`src/hdl/hbs_pkg.sv`:
```
package hbs_pkg;

  localparam int unsigned GridCols = 32;
  localparam int unsigned GridRows = 32;
  localparam int unsigned XW = $clog2(GridCols);
  localparam int unsigned ZW = $clog2(GridRows);
  localparam int unsigned AW = XW + ZW;
  localparam int unsigned Depth = GridCols * GridRows;
  localparam int unsigned HW = 24;
  localparam int unsigned CellUnits = 1280;
  localparam int unsigned QDepth = 4;

  localparam logic CFG_ORIGIN_X = 1'b0;
  localparam logic CFG_ORIGIN_Z = 1'b1;

  typedef enum logic [1:0] {
    KIND_LOAD   = 2'd0,
    KIND_SAMPLE = 2'd1,
    KIND_BRUSH  = 2'd2,
    KIND_NONE   = 2'd3
  } kind_e;

  typedef struct packed {
    kind_e                 kind;
    logic [XW-1:0]         x0;
    logic [ZW-1:0]         z0;
    logic [XW-1:0]         x1;
    logic [ZW-1:0]         z1;
    logic [10:0]           tx;
    logic [10:0]           tz;
    logic signed [8:0]     bx;
    logic signed [8:0]     bz;
    logic signed [HW-1:0]  hv;
  } cmd_t;

  function automatic logic [16:0] brush_weight(input logic [1:0] ax, input logic [1:0] az);
    logic [16:0] w;
    w = 17'd0;
    case ({ax, az})
      4'b0000: w = 17'd32768;
      4'b0001, 4'b0100: w = 17'd21845;
      4'b0010, 4'b1000: w = 17'd10923;
      4'b0101: w = 17'd17321;
      4'b0110, 4'b1001: w = 17'd8344;
      4'b1010: w = 17'd1874;
      default: w = 17'd0;
    endcase
    return w;
  endfunction

endpackage

```
`src/hdl/hbs_front.sv`:
```
module hbs_front import hbs_pkg::*; (
  input  logic            clk_i,
  input  logic            rst_ni,
  input  logic            cfg_valid_i,
  output logic            cfg_ready_o,
  input  logic            cfg_index_i,
  input  logic [HW-1:0]   cfg_data_i,
  input  logic            in_valid_i,
  output logic            in_ready_o,
  input  logic [1:0]      kind_i,
  input  logic [4:0]      cell_x_i,
  input  logic [4:0]      cell_z_i,
  input  logic [HW-1:0]   pos_x_i,
  input  logic [HW-1:0]   pos_z_i,
  input  logic [HW-1:0]   height_value_i,
  output logic            cmd_valid_o,
  input  logic            cmd_ready_i,
  output cmd_t            cmd_o
);
  logic signed [HW-1:0] org_x_q, org_z_q;
  logic stg_q;
  cmd_t stg_cmd_q;
  logic signed [HW-1:0] px, pz;
  logic signed [26:0] u, v, bxs, bzs;
  logic [15:0] uc, vc;
  logic [XW-1:0] xq;
  logic [ZW-1:0] zq;
  logic [10:0] ur, vr;
  logic [31:0] um, vm;
  logic bxn, bzn;
  logic [26:0] bxa, bza;
  logic [26:0] bxq, bzq;
  logic [47:0] bxm, bzm;
  cmd_t c;

  assign cfg_ready_o = 1'b1;
  assign px = pos_x_i;
  assign pz = pos_z_i;

  always_comb begin
    u = 27'(px) - 27'(org_x_q) + 27'(GridCols * 640);
    v = 27'(org_z_q) - 27'(pz) + 27'(GridRows * 640);
    if (u < 0) uc = '0;
    else if (u > 27'((GridCols - 1) * CellUnits)) uc = 16'((GridCols - 1) * CellUnits);
    else uc = u[15:0];
    if (v < 0) vc = '0;
    else if (v > 27'((GridRows - 1) * CellUnits)) vc = 16'((GridRows - 1) * CellUnits);
    else vc = v[15:0];
    um = 32'(uc) * 32'd52429;
    vm = 32'(vc) * 32'd52429;
    xq = XW'(um >> 26);
    zq = ZW'(vm >> 26);
    ur = 11'(uc - 16'(32'(xq) * CellUnits));
    vr = 11'(vc - 16'(32'(zq) * CellUnits));
    bxs = 27'(px) + 27'(10 * CellUnits);
    bzs = 27'(10 * CellUnits) - 27'(pz);
    bxn = bxs[26];
    bzn = bzs[26];
    bxa = bxn ? -bxs : bxs;
    bza = bzn ? -bzs : bzs;
    // divide by 256 with a shift, then by 5 with a reciprocal
    bxm = 48'(bxa[23:8]) * 48'd52429;
    bzm = 48'(bza[23:8]) * 48'd52429;
    bxq = 27'(bxm >> 18);
    bzq = 27'(bzm >> 18);
    // far-off centres only need to stay off the grid
    if (bxq > 27'd255) bxq = 27'd255;
    if (bzq > 27'd255) bzq = 27'd255;
    c.kind = kind_e'(kind_i);
    c.hv = height_value_i;
    c.tx = ur;
    c.tz = vr;
    c.bx = bxn ? -9'(bxq) : 9'(bxq);
    c.bz = bzn ? -9'(bzq) : 9'(bzq);
    if (kind_e'(kind_i) == KIND_LOAD) begin
      c.x0 = XW'(cell_x_i);
      c.z0 = ZW'(cell_z_i);
      c.x1 = c.x0;
      c.z1 = c.z0;
    end else begin
      c.x0 = xq;
      c.z0 = zq;
      c.x1 = (32'(xq) + 1 < GridCols) ? xq + 1'b1 : xq;
      c.z1 = (32'(zq) + 1 < GridRows) ? zq + 1'b1 : zq;
    end
  end

  assign in_ready_o = !stg_q || cmd_ready_i;
  assign cmd_valid_o = stg_q;
  assign cmd_o = stg_cmd_q;

  always_ff @(posedge clk_i or negedge rst_ni) begin
    if (!rst_ni) begin
      org_x_q <= '0;
      org_z_q <= '0;
      stg_q <= 1'b0;
    end else begin
      if (cfg_valid_i) begin
        if (cfg_index_i == CFG_ORIGIN_X) org_x_q <= cfg_data_i;
        else org_z_q <= cfg_data_i;
      end
      if (in_valid_i && in_ready_o) begin
        stg_q <= (kind_e'(kind_i) != KIND_NONE) &&
                 !(kind_e'(kind_i) == KIND_LOAD &&
                   (32'(cell_x_i) >= GridCols || 32'(cell_z_i) >= GridRows));
      end else if (cmd_ready_i) begin
        stg_q <= 1'b0;
      end
    end
  end

  always_ff @(posedge clk_i) begin
    if (in_valid_i && in_ready_o) stg_cmd_q <= c;
  end
endmodule

```
`config.mk`:
```
export PLATFORM = sky130hd
export DESIGN_NAME = hbs_front
export DESIGN_NICKNAME = d
export VERILOG_FILES = /design/src/hdl/hbs_pkg.sv /design/src/hdl/hbs_front.sv
export SDC_FILE = /design/constraint.sdc
export NUM_CORES = 2
export LEC_CHECK = 0
export BUFFER_PORTS_ARGS = -buffer_cell sky130_fd_sc_hd__buf_2
export CAP_MARGIN = 5
export CORE_AREA = 2 2 236 238
export DETAILED_ROUTE_END_ITERATION = 12
export DIE_AREA = 0 0 238 240
export HOLD_SLACK_MARGIN = 0.1
export PLACE_DENSITY_LB_ADDON = 0.12
export RECOVER_POWER = 100
export SETUP_SLACK_MARGIN = 0.3
export SLEW_MARGIN = 20
export SYNTH_ARGS = -nofsm -noshare
export SYNTH_HDL_FRONTEND = slang
export SYNTH_SLANG_ARGS = --single-unit
```
`constraint.sdc`:
```
create_clock -name clk_i -period 28.2 [get_ports clk_i]
set_input_delay 8.46 -clock clk_i [delete_from_list [all_inputs] [get_ports clk_i]]
set_output_delay 8.46 -clock clk_i [all_outputs]
set_load 0.03 [all_outputs]
```
==> summary.md <==
| Metric | Value |
|---|---|
| F_max | `49.16 MHz` |
| Cell depth of the worst hold path | `1` |
| Worst-skew pair later-pin latency | `480 ps` |
| Synth area leader | `ha_1` |
| Commonest non-fill, non-tap cells in the layout | `inv_1 (697), ha_1 (612), fa_1 (328), nand2_1 (168), a21oi_1 (159)` |
| Worst Hold End | `org_z_q[21]` |
| Core area | `between 50000 and 60000 sq um` |
| Largest net degree at the start of global routing | `55` |
| DRC viols | `0` |
| RSZ-0062 raised after global routing | `false` |
| Clk slew on worst S/H paths | `70 ps` |
| Cts bufs inserted | `17` |
| Cell count along the critical path | `36` |
| CTS max path bufs | `2` |
| Number of buffers added on ports | `between 200 and 250` |
| RePlAce Congestion | `approximately 0.95` |
| Cts repair resizes | `0` |
| RR Startpoint | `org_z_q[1]` |
| Commonest non-fill, non-tap cell in the layout | `inv_1` |
| Crit Path Class | `input port to register` |
| Die width | `238 um` |
| Share of the synthesized area in the top cell type | `0.2585` |
| Post-DP HPWL | `just over 70000 um` |
| Storage cell area | `3809 sq um` |
| Minimum clock period | `roughly 20000 ps` |
| Crit end category | `register` |
| Post-CTS setup buffer count | `0` |
| Slew headroom | `-0.9929` |
| Synthesis-to-layout area growth | `7.317%` |
| Reg-to-Reg End | `cmd_o[68]` |
| Synthesized area | `29620 sq um` |
| First-pass GRT wire length | `131200 um` |
| IO Pins | `203` |
| Tcrit/Tclk final | `0.7214` |
| Status | `finished with violations` |
| Skew final | `~26 ps` |
| Via count | `23480` |
| Final nets | `4431` |
| Layout cells sized above 1 | `0.06077` |
| Top cells by area, synth | `ha_1 (26%), fa_1 (22%), inv_1 (8.8%)` |
| Post-route setup TNS | `0 ps` |
| CTS Sinks | `135` |
| Hold path start | `org_z_q[21]` |
| Fin. Hold Viols | `0` |
| WP data arrival | `20550 ps` |
| Starting Density | `0.5418` |
| Failing checks | `capacitance limit, slew limit` |
| Drt pass-1 iters | `6` |
| Max-cap violations | `5` |
| Critical Path Start Type | `input port` |
| Hold Buf Count CTS | `0` |
| Global Route Usage Sum | `0.2937` |
| Initial antenna violation count | `20` |
| Drt via density | `approximately 5.7` |
| Die Area | `57120 sq um` |
| Max-slew violations | `about 190` |
| 1st-iter DRT viols | `between 1000 and 1500` |
| Flops & latches, synth | `135` |
| Warnings from Yosys | `0` |
| Multi-input combinational cell area | `22890 sq um` |
| Worst EP required | `~28000 ps` |
| Cells after synthesis | `3201` |
| Reg2Reg Setup Slack | `15620 ps` |
| Syn_area_per_cell | `around 9.3 sq um` |
| Die Y | `240 um` |
| Worst slew pin tran | `2989 ps` |
| Most common flop cell mapped by yosys | `edfxtp_1` |
| Ys async rst share | `0.3630` |
| Wirelength per Cell | `19.74 um` |
| WP buf/inv | `6` |
| Worst reg2reg path depth | `34` |
| Final Setup Violations | `0` |
| CP delay by family, top | `compound AO/OA/AOI/OAI gates` |
| Crit-path max cell delay | `1570 ps` |
| Routed wire length | `between 80000 and 90000 um` |
| CTS tree | `yes` |
| Hold Crit Class | `register to register` |
| Detail Route Antenna Nets | `0` |
| Slowest CP cell | `o311ai_0` |
| Vias in the first global route | `24310` |
| Congestion Overflow GR | `0` |
| Fill count | `4999` |
| Post-synth EDFFs | `86` |
| H-tree Lvls | `4` |
| Number of core rows | `86` |
| Unique cell type count in the Yosys netlist | `100` |
| Maximum fanout along the worst path | `17` |
| CTS root buffer | `clkbuf_16` |
| Syn_nets | `4255` |
| Seq/Total Area, Yosys | `0.1286` |
logic make-up (layout without fill, tap and decap cells):
kind of cell	after synthesis	count (layout)	synth area share
fa+ha+maj	940	940	0.4803
buf+inv	750	939	0.09611
compound gates	596	596	0.1347
simple gates	592	592	0.1002
other cells	1	17	0.0001266
xor+xnor	135	135	0.04081
mux	52	52	0.01918
flops	135	135	0.1286
flip-flops by register name, indices dropped and copies added (netlist names):
| register | count |
|---|---|
| org_z_q | 24 |
| cmd_o | 86 |
| org_x_q | 24 |
| cmd_valid_o | 1 |
worst max path at each step:
stage | startpoint | end
after floorplan | pos_z_i[4] | cmd_o[52]
after global placement | pos_z_i[14] | cmd_o[52]
after detailed placement | pos_z_i[15] | cmd_o[52]
after CTS | pos_z_i[15] | cmd_o[52]
after global routing | pos_z_i[1] | cmd_o[68]
final | pos_z_i[1] | cmd_o[68]
metrics by stage:
stage	worst slack, ps	util	hold WS (ps)	instances	area (sq um)
floorplan	9874	-	479.4	3201	29620
global placement	8779	0.5736	493.2	4062	31360
detailed placement	8457	0.5736	500.3	4062	31360
CTS	8972	0.5847	515.5	4094	31960
global route	7143	0.5814	531.2	4109	31780
finish	7857	0.5815	513.8	4110	31780
layout make-up:
type                            instances  share of cell area
Multi-Input combinational cell       2316              0.7203
Antenna cell                           16            0.001260
Tap cell                              704             0.02771
Clock inverter                         15            0.005629
Clock buffer                           17             0.01338
Timing Repair Buffer                  210             0.02960
Inverter                              697             0.08231
Sequential cell                       135              0.1198
cell usage after synthesis (29+ instances only):
library cell / instances
nor3_1: 56
nor2_1: 123
nand4_1: 29
nand3_1: 50
a21oi_1: 159
inv_1: 697
ha_1: 612
clkbuf_1: 37
edfxtp_1: 86
mux2_2: 37
nand2_1: 168
a21o_1: 79
fa_1: 328
dfrtp_1: 49
xnor2_1: 87
xor2_1: 46
o21ai_0: 114
layer usage:
layer	part of all wire	vias up	wire length (um)	global-route usage
met1	0.45	11490	36620	0.3941
li1	-	11270	-	-
met2	0.48	591	39070	0.4985
met4	0.026	6	2111	0.09129
met5	0.00043	-	35	0
met3	0.041	124	3306	0.03421
Power is not shown: default switching activity piles up to over one toggle a cycle in this logic, so the estimate is an artifact.
